[config.mk]
export PLATFORM = sky130hd
export DESIGN_NAME = ii3_col_sum
export DESIGN_NICKNAME = d
export VERILOG_FILES = /design/src/rtl/block3_integral_image_sum_squares_core_assert.svh /design/src/rtl/ii3_pkg.sv /design/src/rtl/ii3_col_sum.sv
export SDC_FILE = /design/constraint.sdc
export NUM_CORES = 1
export LEC_CHECK = 0
export BUFFER_PORTS_ARGS = -buffer_cell sky130_fd_sc_hd__buf_2
export CAP_MARGIN = 0
export CORE_MARGIN = 2
export CORE_UTILIZATION = 45
export DETAILED_ROUTE_END_ITERATION = 12
export SYNTH_ARGS = -nofsm -noshare
export SYNTH_HDL_FRONTEND = slang
export SYNTH_SLANG_ARGS = --single-unit
[constraint.sdc]
create_clock -name clk -period 8.7 [get_ports clk]
set_input_delay 2.175 -clock clk [delete_from_list [all_inputs] [get_ports clk]]
set_output_delay 2.175 -clock clk [all_outputs]
set_load 0.02 [all_outputs]
[src/rtl/block3_integral_image_sum_squares_core_assert.svh]
// Assertion macros shared by the integral image core.
// Each macro expects clk and rst_n to be visible at the place of use.
`ifndef BLOCK3_INTEGRAL_IMAGE_SUM_SQUARES_CORE_ASSERT_SVH
`define BLOCK3_INTEGRAL_IMAGE_SUM_SQUARES_CORE_ASSERT_SVH

// The consequent must hold in the same cycle as the antecedent.
`define II3_ASSERT_SAME(lbl, ante, cons, msg) \
  lbl: assert property (@(posedge clk) disable iff (!rst_n) (ante) |-> (cons)) \
    else $error(msg);

// The consequent must hold in the cycle after the antecedent.
`define II3_ASSERT_NEXT(lbl, ante, cons, msg) \
  lbl: assert property (@(posedge clk) disable iff (!rst_n) (ante) |=> (cons)) \
    else $error(msg);

`endif

[src/rtl/ii3_pkg.sv]
`default_nettype none

package ii3_pkg;

  // Field widths of the streaming interface.
  localparam int PIX_W     = 8;
  localparam int SUM_W     = 32;
  localparam int SQ_W      = 40;
  localparam int COL_OUT_W = 10;
  localparam int CFG_W     = 11;

  // Block geometry: three columns of three pixels.
  localparam int BLOCK_SIZE = 3;
  localparam int PHASE_W    = 2;

  // Widths of the per-column and per-block partial sums.
  localparam int COLS_W    = 10;  // three pixels
  localparam int COLSQ_W   = 18;  // three squared pixels
  localparam int PART_W    = 12;  // nine pixels
  localparam int PART_SQ_W = 20;  // nine squared pixels

  // Line store depth and register reset value.
  localparam int                MAX_BLOCK_COLS_DEF = 1024;
  localparam logic [CFG_W-1:0]  CFG_RESET          = 11'd1024;

  // A completed block on its way from the band accumulator to the line store.
  typedef struct packed {
    logic [SUM_W-1:0]     sum;
    logic [SQ_W-1:0]      sum_sq;
    logic [COL_OUT_W-1:0] block_col;
    logic                 row_last;
    logic                 first_band;
  } blk_t;

endpackage

`default_nettype wire

[src/rtl/ii3_col_sum.sv]
`default_nettype none

// Input register stage: squares and sums the three pixels of one column.
module ii3_col_sum (
  input  wire logic                         clk,
  input  wire logic                         rst_n,
  input  wire logic                         in_valid,
  output logic                              in_ready,
  input  wire logic [ii3_pkg::PIX_W-1:0]    pix_top,
  input  wire logic [ii3_pkg::PIX_W-1:0]    pix_mid,
  input  wire logic [ii3_pkg::PIX_W-1:0]    pix_bot,
  input  wire logic                         frame_start,
  input  wire logic                         col_ready,
  output logic                              col_v,
  output logic [ii3_pkg::COLS_W-1:0]        col_sum,
  output logic [ii3_pkg::COLSQ_W-1:0]       col_sq,
  output logic                              col_fs
);

  logic                          col_v_r;
  logic [ii3_pkg::COLS_W-1:0]    col_sum_r, col_sum_nxt;
  logic [ii3_pkg::COLSQ_W-1:0]   col_sq_r, col_sq_nxt;
  logic                          col_fs_r;
  logic                          load;

  // The slot takes a new beat when empty or when its beat moves on.
  assign in_ready = !col_v_r || col_ready;
  assign load     = in_valid && in_ready;

  // Column sum and sum of squares of the three pixels.
  always_comb begin
    col_sum_nxt = ii3_pkg::COLS_W'(pix_top) + ii3_pkg::COLS_W'(pix_mid)
                + ii3_pkg::COLS_W'(pix_bot);
    col_sq_nxt  = ii3_pkg::COLSQ_W'(pix_top) * ii3_pkg::COLSQ_W'(pix_top)
                + ii3_pkg::COLSQ_W'(pix_mid) * ii3_pkg::COLSQ_W'(pix_mid)
                + ii3_pkg::COLSQ_W'(pix_bot) * ii3_pkg::COLSQ_W'(pix_bot);
  end

  always_ff @(posedge clk) begin
    if (!rst_n) begin
      col_v_r <= 1'b0;
    end else if (load) begin
      col_v_r <= 1'b1;
    end else if (col_ready) begin
      col_v_r <= 1'b0;
    end
  end

  always_ff @(posedge clk) begin
    if (load) begin
      col_sum_r <= col_sum_nxt;
      col_sq_r  <= col_sq_nxt;
      col_fs_r  <= frame_start;
    end
  end

  assign col_v   = col_v_r;
  assign col_sum = col_sum_r;
  assign col_sq  = col_sq_r;
  assign col_fs  = col_fs_r;

endmodule

`default_nettype wire

# Word-level counts from Yosys, hierarchy flattened
# Cells that the tools add are included.
# Widths: inputs -> output; s select.
# word_totals
register_bits	30
in_bits	29
elab_cells	17
# classes
n_addsub	4
multipliers	3
mux	2
reduce_logical	4
# op_table
operator	n
$mul 8x8->16	3
$add 17x16->18	1
$add 16x16->17	1
$add 9x8->10	1
$add 8x8->9	1
$mux 1	2
$reduce_bool 2->1	1
$logic_and 1x1->1	1
$logic_not 1->1	1
$logic_or 1x1->1	1

# Longest topological paths before layout
# logic_depth
depth_word	4
depth_mapped	22
mapped_depth_nobuf	21

# Worst setup path before layout
# Ideal clock, no wire load.
# synth_path
kind	input to register
start	input pix_mid[2] in the netlist's numbering
end	register col_sq_r (netlist bit col_sq[14]), data pin
t_arrival_ns	7.232
required_time_ns	8.438
path_slack_ns	1.206
cell_stages	18
path_buffers	1
cell_sequence	clkbuf_1 > nand2_1 > fa_1 > inv_1 > fa_1 > fa_1 > fa_1 > fa_1 > fa_1 > inv_1 > fa_1 > inv_1 > ha_1 > a2111oi_4 > o21ai_2 > a31oi_4 > o21ai_1 > xor2_1
# synth_via
elab_chain_cells	3
# synth_rtl
item	line	source
start: declaration	ii3_col_sum.sv:10	input wire logic [ii3_pkg::PIX_W-1:0] pix_mid,
$mul 8x8->16	ii3_col_sum.sv:35	+ ii3_pkg::COLSQ_W'(pix_mid) * ii3_pkg::COLSQ_W'(pix_mid)
$add 16x16->17	ii3_col_sum.sv:35	
$add 17x16->18	ii3_col_sum.sv:36	+ ii3_pkg::COLSQ_W'(pix_bot) * ii3_pkg::COLSQ_W'(pix_bot);
net col_sq_nxt (one bit)	ii3_col_sum.sv:22	logic [ii3_pkg::COLSQ_W-1:0] col_sq_r, col_sq_nxt;
end signal: assignment	ii3_col_sum.sv:52	col_sq_r <= col_sq_nxt;
end: declaration	ii3_col_sum.sv:22	
# The timed path passes the listed nets, and every way through them passes these cells.
# A chain may end at the register's enable or synchronous reset.

# Worst setup path in the final report
# layout_path
start	input pix_top[2] in the netlist's numbering
end	register col_sq_r (netlist bit col_sq[14]), data pin
# layout_via
elab_chain_cells	3
# layout_rtl
item	line	source
start: declaration	ii3_col_sum.sv:9	input wire logic [ii3_pkg::PIX_W-1:0] pix_top,
$mul 8x8->16	ii3_col_sum.sv:34	col_sq_nxt = ii3_pkg::COLSQ_W'(pix_top) * ii3_pkg::COLSQ_W'(pix_top)
$add 16x16->17	ii3_col_sum.sv:35	
$add 17x16->18	ii3_col_sum.sv:36	
net col_sq_nxt (one bit)	ii3_col_sum.sv:22	
# The timed path passes the listed nets, and every way through them passes these cells.

==> metrics.txt <==
vias per cell=4.98; vias in the first global route=4955; Synth Area in Compound Gates=a little under 6%; post-CTS sizing=0; Crit path required time=between 8000 and 9000 ps; final setup fails=0; WP buf/inv=6; routability cong.=0.855; CP delay by family, top=adder cells; DP HPWL=about 12000 um; CP arrival=7710 ps; main area contributors after synthesis=fa_1 (41%), ha_1 (16%), edfxtp_1 (12%); Cells after Synth=665; Final Hold Violating Endpoints=0; Max-Cap Viols=0; Reg area=about 860 sq um; IO Count=60; post-synthesis mux area share=less than 1%; dpl ws=716 ps; Yosys top cell by area=fa_1; share of cells above drive strength 1=10.5%; simple-gate share of the synthesized area=about a tenth; Max-slew headroom=between 10% and 20%; CTS tree=yes; syn nets=between 900 and 1000; f_max=approximately 130 MHz; Largest stage delay, worst path=between 600 and 700 ps; syn_area_per_cell=10.2 sq um; Final Cycle Share=88.4%; Hold-fix buffers, CTS=0; synthesized flop and latch total=29; IO Port Bufs=59; gr usage total=a little under a fifth; clk_lat worst skew=270 ps; vias=4532; Root Driver=clkbuf_16; H-tree depth=2; commonest non-fill, non-tap cells in the layout=inv_1 (196), fa_1 (139), ha_1 (87); Synth Cell Area=0.00678 sq mm; ANT cells=0; Cell variety after synth=42; XOR/XNOR Fraction of Synth Area=2.84%; final net count=980; setup TNS=0 ps; type of element capturing the critical path=register; CP Launch Type=input pin; HP Class=reg -> reg; share of the synthesized area in the top cell type=41.0%; most used cell, CP=fa_1; average wire per standard cell=15.3 um; area occupied by multi-input gates=0.00515 sq mm; total die area=0.0161 sq mm; status=finished, final reports clean; clock skew=2.75 ps; CP Class=in -> reg; clk buf depth=2; Area Overhead vs Synth=9.94%; leading cell type in the layout, fill and taps excluded=inv_1; Worst Tran Pin Value=1310 ps; total setup buffers inserted after CTS=0; largest family of logic cells by synthesized area=adder cells; Detailed Route WL=13900 um; Post-DRT Antenna Nets=0; TritonRoute pass-1 iters=4; filler instances=1375; CTS buffer count=5; slowest stage cell, crit path=fa_1; gr ovfl total=0; core box area=0.0146 sq mm; die width=127 um; Most used DFF post-synth=edfxtp_1; initial antenna violation count=0; largest net degree at the start of global routing=29; CP Cell Sequence=buf_2 > nand2_1 > fa_1 > fa_1 > fa_1 > inv_1 > fa_1 > inv_1 > fa_1 > inv_1 > fa_1 > inv_1 > fa_1 > inv_1 > ha_1 > a211oi_1 > o21ai_2 > a31oi_4 > o21ai_1 > xor2_1; Synth warnings=0; crit path max fanout=10; post-synthesis adder-cell area fraction=57.1%; sequential area share after synthesis=~13%; Post-synth ARST share=0%; global-route wire length before repair=around 23000 um; PnR worst setup slack=1010 ps; Core Rows=44; Chip Height=~130 um; Clock Pin Slew Worst Setup and Hold Paths=50 ps; total clock sinks=29; Post-synth EDFFs=28; DRC Markers=0; Starting Density=between 40 and 50%; Slew Limit Fails=0; drt initial violations=148; RSZ-0062 raised after global routing=false; Final Critical Period=7690 ps
-- logic make-up after synthesis --
group / Yosys count
and+or+nand+nor: 127
adders and majority gates: 226
AOI/OAI and AO/OA: 54
buffers and inverters: 205
DFF: 29
xor gates and xnor gates: 22
muxes: 2
-- per-stage QoR --
stage / hold WS (ps) / utilization (%) / instance area, sq um / instances
after CTS: 530 / 50.9 / 7460 / 910
final: 523 / 50.9 / 7460 / 910
after floorplan: 750 / - / 6780 / 665
after detailed placement: 522 / 49.7 / 7280 / 902
after global routing: 574 / 50.9 / 7460 / 910
after global placement: 495 / 49.7 / 7280 / 902
-- path summary, 6_finish.rpt --
check	from	endpoint	slack (ps)	depth (start not counted)
worst max-delay path	pix_top[2]	col_sq[14]	1010	20
worst min-delay path	col_v	col_v	520	2
worst max register to register	col_v	col_sum[1]	6890	2
worst min register to register	col_v	col_v	520	2
-- layout make-up --
cell class                 instances  share of cell area (%)
tap                              184                    3.09
clock buffer                       6                    1.86
inverter                         199                    10.0
sequential                        29                    11.5
clock inverter                     2                   0.503
multi-input combinational        431                    69.0
timing repair buffer              59                    3.96
-- synthesized netlist by cell type, drive strengths merged (2+ instances only) --
cell,number
mux2i,2
ha,87
fa,139
nand3,3
a211oi,2
o211ai,3
a21boi,2
a21oi,14
inv,199
clkbuf,4
nand4,2
nor2b,9
and3,3
edfxtp,28
buf,2
xor2,7
nand2,35
o21ai,10
a21o,9
o21a,3
and2,51
o2111ai,3
xnor2,15
nor2,14
nand2b,5
a31oi,3
o21bai,4
-- worst reg2reg max path, stage by stage (launching register included) --
cell and delay, ps:
dfxtp_1 300, nand2b_1 90, and2_1 1020
-- flip-flops by register name, indices dropped and copies added (netlist names) --
register  flops
col_fs        1
col_sq       17
col_sum      10
col_v         1
-- metal layers --
metal	track usage, %	up-vias	wire length [um]
li1	-	2119	-
met1	23.0	2330	5740
met2	35.0	68	7590
met3	1.52	15	361
met4	3.43	0	206
met5	0	-	0
Power is left out: the tool's default activity adds up to more than one toggle a clock period on the data nets, which glitch-free logic cannot reach.
