File: src/rtl/block3_integral_image_sum_squares_core_assert.svh
// Assertion macros shared by the integral image core.
// Each macro expects clk and rst_n to be visible at the place of use.
`ifndef BLOCK3_INTEGRAL_IMAGE_SUM_SQUARES_CORE_ASSERT_SVH
`define BLOCK3_INTEGRAL_IMAGE_SUM_SQUARES_CORE_ASSERT_SVH

// The consequent must hold in the same cycle as the antecedent.
`define II3_ASSERT_SAME(lbl, ante, cons, msg) \
  lbl: assert property (@(posedge clk) disable iff (!rst_n) (ante) |-> (cons)) \
    else $error(msg);

// The consequent must hold in the cycle after the antecedent.
`define II3_ASSERT_NEXT(lbl, ante, cons, msg) \
  lbl: assert property (@(posedge clk) disable iff (!rst_n) (ante) |=> (cons)) \
    else $error(msg);

`endif

File: src/rtl/ii3_pkg.sv
`default_nettype none

package ii3_pkg;

  // Field widths of the streaming interface.
  localparam int PIX_W     = 8;
  localparam int SUM_W     = 32;
  localparam int SQ_W      = 40;
  localparam int COL_OUT_W = 10;
  localparam int CFG_W     = 11;

  // Block geometry: three columns of three pixels.
  localparam int BLOCK_SIZE = 3;
  localparam int PHASE_W    = 2;

  // Widths of the per-column and per-block partial sums.
  localparam int COLS_W    = 10;  // three pixels
  localparam int COLSQ_W   = 18;  // three squared pixels
  localparam int PART_W    = 12;  // nine pixels
  localparam int PART_SQ_W = 20;  // nine squared pixels

  // Line store depth and register reset value.
  localparam int                MAX_BLOCK_COLS_DEF = 1024;
  localparam logic [CFG_W-1:0]  CFG_RESET          = 11'd1024;

  // A completed block on its way from the band accumulator to the line store.
  typedef struct packed {
    logic [SUM_W-1:0]     sum;
    logic [SQ_W-1:0]      sum_sq;
    logic [COL_OUT_W-1:0] block_col;
    logic                 row_last;
    logic                 first_band;
  } blk_t;

endpackage

`default_nettype wire

File: src/rtl/ii3_band_acc.sv
`default_nettype none

// Band accumulator: gathers three columns into a block and keeps the
// running row sums and the block counter of the current band.
module ii3_band_acc #(
  parameter int MAX_BLOCK_COLS = ii3_pkg::MAX_BLOCK_COLS_DEF,
  localparam int AW = (MAX_BLOCK_COLS > 1) ? $clog2(MAX_BLOCK_COLS) : 1
) (
  input  wire logic                         clk,
  input  wire logic                         rst_n,
  input  wire logic                         col_v,
  output logic                              col_ready,
  input  wire logic [ii3_pkg::COLS_W-1:0]   col_sum,
  input  wire logic [ii3_pkg::COLSQ_W-1:0]  col_sq,
  input  wire logic                         col_fs,
  input  wire logic [ii3_pkg::CFG_W-1:0]    block_cols,
  input  wire logic                         blk_ready,
  output logic                              blk_v,
  output ii3_pkg::blk_t                     blk,
  output logic [AW-1:0]                     blk_idx,
  output logic                              rd_en,
  output logic [AW-1:0]                     rd_addr
);

  localparam int CNT_W = $clog2(MAX_BLOCK_COLS + 1);
  localparam int CMP_W = (CNT_W > ii3_pkg::CFG_W) ? CNT_W : ii3_pkg::CFG_W;

  logic [ii3_pkg::PART_W-1:0]    part_sum_r, part_sum_nxt, base_part, p_sum;
  logic [ii3_pkg::PART_SQ_W-1:0] part_sq_r, part_sq_nxt, base_psq, p_sq;
  logic [ii3_pkg::PHASE_W-1:0]   phase_r, phase_nxt, base_phase, phase_inc;
  logic [ii3_pkg::SUM_W-1:0]     run_sum_r, run_sum_nxt, base_run, run_sum_new;
  logic [ii3_pkg::SQ_W-1:0]      run_sq_r, run_sq_nxt, base_rsq, run_sq_new;
  logic [AW-1:0]                 count_r, count_nxt, base_count;
  logic                          first_r, first_nxt, base_first;
  logic                          blk_v_r;
  ii3_pkg::blk_t                 blk_r;
  logic [AW-1:0]                 blk_idx_r;
  logic [CMP_W-1:0]              cfg_ext, cols_eff;
  logic                          adv, done, last;

  assign col_ready = !blk_v_r || blk_ready;
  assign adv       = col_v && col_ready;

  // A frame start restarts the band state before the column is taken in.
  always_comb begin
    if (col_fs) begin
      base_part  = '0;
      base_psq   = '0;
      base_phase = '0;
      base_run   = '0;
      base_rsq   = '0;
      base_count = '0;
      base_first = 1'b1;
    end else begin
      base_part  = part_sum_r;
      base_psq   = part_sq_r;
      base_phase = phase_r;
      base_run   = run_sum_r;
      base_rsq   = run_sq_r;
      base_count = count_r;
      base_first = first_r;
    end
  end

  // Block count clamped to the line store depth, zero acting as one.
  always_comb begin
    cfg_ext = CMP_W'(block_cols);
    if (cfg_ext == '0) begin
      cols_eff = CMP_W'(1);
    end else if (cfg_ext > CMP_W'(MAX_BLOCK_COLS)) begin
      cols_eff = CMP_W'(MAX_BLOCK_COLS);
    end else begin
      cols_eff = cfg_ext;
    end
  end

  // Partial block sums, block completion and running band sums.
  always_comb begin
    p_sum       = base_part + ii3_pkg::PART_W'(col_sum);
    p_sq        = base_psq + ii3_pkg::PART_SQ_W'(col_sq);
    phase_inc   = base_phase + ii3_pkg::PHASE_W'(1);
    done        = (phase_inc == ii3_pkg::PHASE_W'(ii3_pkg::BLOCK_SIZE));
    last        = (CMP_W'(base_count) >= (cols_eff - CMP_W'(1)));
    run_sum_new = base_run + ii3_pkg::SUM_W'(p_sum);
    run_sq_new  = base_rsq + ii3_pkg::SQ_W'(p_sq);
  end

  // Next band state.
  always_comb begin
    part_sum_nxt = p_sum;
    part_sq_nxt  = p_sq;
    phase_nxt    = phase_inc;
    run_sum_nxt  = base_run;
    run_sq_nxt   = base_rsq;
    count_nxt    = base_count;
    first_nxt    = base_first;
    if (done) begin
      part_sum_nxt = '0;
      part_sq_nxt  = '0;
      phase_nxt    = '0;
      if (last) begin
        run_sum_nxt = '0;
        run_sq_nxt  = '0;
        count_nxt   = '0;
        first_nxt   = 1'b0;
      end else begin
        run_sum_nxt = run_sum_new;
        run_sq_nxt  = run_sq_new;
        count_nxt   = base_count + AW'(1);
      end
    end
  end

  always_ff @(posedge clk) begin
    if (!rst_n) begin
      part_sum_r <= '0;
      part_sq_r  <= '0;
      phase_r    <= '0;
      run_sum_r  <= '0;
      run_sq_r   <= '0;
      count_r    <= '0;
      first_r    <= 1'b1;
    end else if (adv) begin
      part_sum_r <= part_sum_nxt;
      part_sq_r  <= part_sq_nxt;
      phase_r    <= phase_nxt;
      run_sum_r  <= run_sum_nxt;
      run_sq_r   <= run_sq_nxt;
      count_r    <= count_nxt;
      first_r    <= first_nxt;
    end
  end

  // A completed block starts the line store read and fills the block slot.
  assign rd_en   = adv && done;
  assign rd_addr = base_count;

  always_ff @(posedge clk) begin
    if (!rst_n) begin
      blk_v_r <= 1'b0;
    end else if (rd_en) begin
      blk_v_r <= 1'b1;
    end else if (blk_ready) begin
      blk_v_r <= 1'b0;
    end
  end

  always_ff @(posedge clk) begin
    if (rd_en) begin
      blk_r.sum        <= run_sum_new;
      blk_r.sum_sq     <= run_sq_new;
      blk_r.block_col  <= ii3_pkg::COL_OUT_W'(base_count);
      blk_r.row_last   <= last;
      blk_r.first_band <= base_first;
      blk_idx_r        <= base_count;
    end
  end

  assign blk_v   = blk_v_r;
  assign blk     = blk_r;
  assign blk_idx = blk_idx_r;

endmodule

`default_nettype wire

File: config.mk
export PLATFORM = sky130hd
export DESIGN_NAME = ii3_band_acc
export DESIGN_NICKNAME = d
export VERILOG_FILES = /design/src/rtl/block3_integral_image_sum_squares_core_assert.svh /design/src/rtl/ii3_pkg.sv /design/src/rtl/ii3_band_acc.sv
export SDC_FILE = /design/constraint.sdc
export NUM_CORES = 1
export LEC_CHECK = 0
export BUFFER_PORTS_ARGS = -buffer_cell sky130_fd_sc_hd__buf_2
export CAP_MARGIN = 20
export CORE_ASPECT_RATIO = 0.75
export CORE_MARGIN = 8
export CORE_UTILIZATION = 59
export DETAILED_ROUTE_END_ITERATION = 16
export PLACE_DENSITY = 0.79
export SYNTH_ARGS = -nofsm -noshare
export SYNTH_HDL_FRONTEND = slang
export SYNTH_SLANG_ARGS = --single-unit
File: constraint.sdc
create_clock -name clk -period 6.25 [get_ports clk]
set_clock_uncertainty 0.15 [all_clocks]
set_input_delay 0.625 -clock clk [delete_from_list [all_inputs] [get_ports clk]]
set_output_delay 0.625 -clock clk [all_outputs]
set_load 0.005 [all_outputs]
# Yosys cells after proc, flatten, opt, wreduce, memory -nomap -nowiden
# Cells that the tools add are included.
# totals
reg_bits	202
in_bits	44
out_inout_bits	107
word_cells	51
# op_classes
add_sub_neg	7
order_cmp	2
eq_ne	1
n_mux	22
n_reduce_logical	6
# op_table
op	count
40-bit 2-to-1 mux	3
32-bit 2-to-1 mux	3
40-bit by 20-bit adder with 40-bit output	1
20-bit 2-to-1 mux	2
32-bit by 12-bit adder with 32-bit output	1
10-bit 2-to-1 mux	3
12-bit 2-to-1 mux	2
11-bit 2-to-1 mux	2
20-bit by 18-bit adder with 20-bit output	1
12-bit by 10-bit adder with 12-bit output	1
10-bit by 11-bit >= comparator with 1-bit output	1
11-bit > comparator (second input constant)	1
11-bit logical NOT	1
11-bit by 1-bit subtractor with 11-bit output (second input constant)	1
10-bit by 1-bit adder with 10-bit output (second input constant)	1
1-bit 2-to-1 mux	5
2-bit 2-to-1 mux	2
2-bit by 1-bit adder with 2-bit output (second input constant)	1
2-bit == test (second input constant)	1
1-bit logical AND	2
2-bit nonzero test	1
1-bit logical NOT	1
1-bit logical OR	1

# Longest topological paths before layout
# depth
word_depth	7
depth_mapped	24
mapped_depth_nobuf	19

# Worst setup path before layout
# OpenSTA, ideal clock, no wires.
# synth_path
path_type	in2reg
start	input port col_fs
end	register run_sq_r[37] in the netlist's numbering
setup_ps	60
arrival_time_ps	5536
required_ps	6040
slack_ps	504
stages	24
path_buffers	5
cell_sequence	buf_2 -> clkbuf_1 -> buf_1 -> clkbuf_1 -> nor2b_1 -> ha_1 -> fa_1 -> a211oi_1 -> o21ai_0 -> a31oi_1 -> nor2_1 -> a21o_1 -> a211oi_1 -> nor2_1 -> ha_1 -> a21oi_1 -> o21ai_0 -> a21o_1 -> nor3_1 -> a2111oi_4 -> buf_4 -> a21o_1 -> a21oi_1 -> o221a_1
# synth_via
elab_chain_cells	5
elab_cells_between_ends	11
cone_classes	3 x add/sub; 1 x order compare; 1 x eq/ne; 6 x mux
# synth_rtl
element	line	source
start, declared	ii3_band_acc.sv:15	input wire logic col_fs,
20-bit 2-to-1 mux	ii3_band_acc.sv:46	if (col_fs) begin
20-bit by 18-bit adder with 20-bit output	ii3_band_acc.sv:80	p_sq = base_psq + ii3_pkg::PART_SQ_W'(col_sq);
40-bit by 20-bit adder with 40-bit output	ii3_band_acc.sv:85	run_sq_new = base_rsq + ii3_pkg::SQ_W'(p_sq);
40-bit 2-to-1 mux	ii3_band_acc.sv:101	if (last) begin
40-bit 2-to-1 mux *	ii3_band_acc.sv:97	if (done) begin
end signal, assigned	ii3_band_acc.sv:128	run_sq_r <= run_sq_nxt;
end, declared	ii3_band_acc.sv:32	logic [ii3_pkg::SQ_W-1:0] run_sq_r, run_sq_nxt, base_rsq, run_sq_new;
# Every way passes the cells marked *; elsewhere a longest branch is shown, timed or not.
# A chain may end at the register's enable or synchronous reset.

# Worst setup path in the final report
# layout_path
start	register part_sq_r[0] in the netlist's numbering
end	register blk_r (netlist bit blk[47]), data pin
# layout_via
elab_chain_cells	3
# layout_rtl
element	line	source
start, declared	ii3_band_acc.sv:29	logic [ii3_pkg::PART_SQ_W-1:0] part_sq_r, part_sq_nxt, base_psq, p_sq;
start signal, assigned	ii3_band_acc.sv:125	part_sq_r <= part_sq_nxt;
20-bit 2-to-1 mux	ii3_band_acc.sv:46	
20-bit by 18-bit adder with 20-bit output	ii3_band_acc.sv:80	
40-bit by 20-bit adder with 40-bit output	ii3_band_acc.sv:85	
net run_sq_new (one bit)	ii3_band_acc.sv:32	
end, declared	ii3_band_acc.sv:36	ii3_pkg::blk_t blk_r;
# The timed path passes the listed nets, and every way through them passes these cells.

==> results_dict.tcl <==
set metrics [dict create \
    drtAntennaViolNets 0 \
    vias_per_cell 6.171 \
    synth_top_cells_by_count "nor2_1 (134), dfxtp_1 (118), nor2b_1 (95)" \
    cts_root_buf "clkbuf_16" \
    cp-end-kind "flop" \
    tns_ps 0 \
    synth_top_cell_area_share 0.2104 \
    setup_viol 0 \
    drive_gt1_frac 0.1707 \
    cts_tree "done" \
    relSlewSlack 0.4153 \
    die_area_um2 25190 \
    overflow 0 \
    synth-edff-count 84 \
    crit_end "blk[47]" \
    drc 0 \
    r2r-start "part_sq_r[0]" \
    grt_max_degree 71 \
    start_util 0.5966 \
    cap_violations 0 \
    synth.most_common_cell "nor2_1" \
    syn-num-nets 1411 \
    status "finished clean" \
    cts_max_path_buffers 3 \
    synth-main-ff-cell "dfxtp_1" \
    final_core_util 0.6807 \
    synth_area_leaders "edfxtp_1 (21%), dfxtp_1 (20%), ha_1 (7.5%)" \
    cp.required_ps 6340 \
    arrival_ps 5460 \
    crit_type "flop to flop" \
    post-cts-setup-buffers 0 \
    critPathLaunchType "flop" \
    dp_hpwl_um 22190 \
    r2r-end "blk[47]" \
    syn_area_um2 11990 \
    die_y_um 139.5 \
    peakVddDrop_v 0.0002348 \
    grt_pass1_wl_um 51240 \
    drv_slew 0 \
    wl_per_cell_um 18.65 \
    htree_levels 1 \
    gp_congestion 0.9277 \
    worst_pin_slew_ps 874.4 \
    syn_area_per_cell_um2 9.289 \
    yosysSeqAreaShare 0.4073 \
    grt_pass1_vias 10050 \
    drt_iter0_markers 841 \
    antenna_found_initial 1 \
    min_period_ps 5370 \
    ys_warn_count 0 \
    period_share 0.8593 \
    synth_cells 1291 \
    coreArea_um2 20100 \
    dr.pass1.iters 5 \
    leakage_nw 5.695 \
    dr_total_vias 10450 \
    finalHoldViolCount 0 \
    rrSetupSlack_ps 880 \
    worstSetupStartpoint "part_sq_r[0]" \
    numCtsBuffers 22 \
    clock_latency_ps 510 \
    pin_count 151 \
    holdCritPathClass "input pin to flop" \
    clk_pin_slew_worst_paths_ps 70 \
    nNetsFinal 1539 \
    ys_async_sr_fraction 0 \
    ys_types 92 \
    yosys_register_bits 202 \
    rsz0062_at_grt "false" \
    r2r_cells 19 \
    io_buffer_count 150 \
    power_density_nw_per_um2 231.1 \
    crit_fanout 11 \
    area_delta_synth_final_pct 14.11 \
    grt_usage 0.2405 \
    rows 45 \
    yosysTopAreaCell "edfxtp_1" \
    cts_resized 0 \
    cts_sinks 202 \
    fmax_mhz 186.2 \
    wl_um 31590 \
    die_w_um 180.6 \
    postCtsHoldBufs 0 \
]
cells in the final DEF (no fill, tap or decap), types with 9 or more instances in the layout:
cell type  count
buf_2        149
nor2_1       133
dfxtp_1      118
nor2b_1       95
nand2_1       92
edfxtp_1      84
a21oi_1       78
ha_1          72
xnor2_1       63
o21ai_0       54
a22oi_1       48
nand3_1       38
a21o_1        30
inv_1         25
xor2_1        25
clkbuf_16     23
and3_1        21
a31oi_1       20
buf_4         18
nor3_1        16
a211oi_1      16
a22o_1        13
o21a_1        12
o31ai_1        9
o21bai_1       9
nand4_1        9
layer usage:
| layer | part of all wire | wire [um] | vias up | GRT usage |
|---|---|---|---|---|
| met2 | 0.44 | 13970 | 435 | 0.3829 |
| met5 | 0 | 0 | - | 0 |
| met4 | 0.021 | 660 | 0 | 0.06076 |
| met3 | 0.074 | 2348 | 47 | 0.04239 |
| li1 | - | - | 4974 | - |
| met1 | 0.46 | 14620 | 4997 | 0.3338 |
critical path: stages (launching register included):
cell and delay (ps):
dfxtp_1 320, nor2b_1 130, ha_1 220, fa_1 430, a211oi_1 340, o21ai_0 300, a31oi_1 310, nor2_1 110
a21o_1 180, a211oi_1 310, nor2_1 80, ha_1 390, a21oi_1 90, o21ai_0 180, a21o_1 180, nor3_1 100
a2111oi_4 780, and3_1 310, xnor2_1 140, nor2_1 60
stage by stage:
step | power, mW | setup slack [ps] | area [um^2] | hold slack [ps] | instances
after floorplan | 1.697 | 503.6 | 11990 | 277.4 | 1291
after global placement | 1.790 | 795.4 | 12910 | 285.0 | 1653
after detailed placement | 1.799 | 663.8 | 12910 | 299.6 | 1653
after CTS | 3.168 | 965.0 | 13680 | 273.6 | 1693
after global routing | 3.264 | 481.9 | 13680 | 296.1 | 1694
final | 3.162 | 879.6 | 13680 | 279.8 | 1694
worst min-delay path by stage:
stage | from | to | slack, ps | depth (start not counted)
2_1_floorplan | part_sq_r[12] | part_sq_r[12] | 280 | 2
3_3_place_gp | part_sum_r[9] | part_sum_r[9] | 290 | 2
3_5_place_dp | part_sum_r[9] | part_sum_r[9] | 300 | 2
4_1_cts | col_v | blk_v | 270 | 3
5_1_grt | col_v | blk_v | 300 | 3
6_report | col_v | blk_v | 280 | 3
flip-flops by register name, summed over array words and instances (netlist names):
name / count
blk_idx: 10
run_sq_r: 40
run_sum_r: 32
part_sq_r: 20
blk_v: 1
phase_r: 2
blk: 74
part_sum_r: 12
first_r: 1
count_r: 10
power breakdown:
group | switching, mW | internal, mW | leakage (nW)
Clock | 0.556 | 0.823 | 0.366
Sequential | 0.0110 | 1.39 | 1.82
Combinational | 0.241 | 0.138 | 3.51
Total | 0.808 | 2.35 | 5.69
cell type report:
| type | count | area [um^2] |
|---|---|---|
| antenna | 1 | 2.502 |
| multi-input combinational | 997 | 6694 |
| tap | 258 | 322.8 |
| clock inverter | 14 | 165.2 |
| clock buffer | 26 | 606.8 |
| timing repair buffer | 168 | 900.9 |
| fill | 1567 | 6417 |
| inverter | 28 | 106.4 |
| sequential | 202 | 4885 |
cells by family (layout without fill, tap and decap cells):
group                    count (synthesis)  after routing  share of synthesized area
AO/OA/AOI/OAI                          358            358                     0.2044
buffers and inverters                   92            236                    0.03495
adder cells (fa/ha/maj)                 76             76                    0.08180
AND/OR/NAND/NOR                        472            472                     0.2047
other                                    0              1                          0
XOR/XNOR                                88             88                    0.06427
flip-flops                             202            202                     0.4073
multiplexers                             3              3                   0.002504
Note: power is estimated with default switching activity, not from simulation.
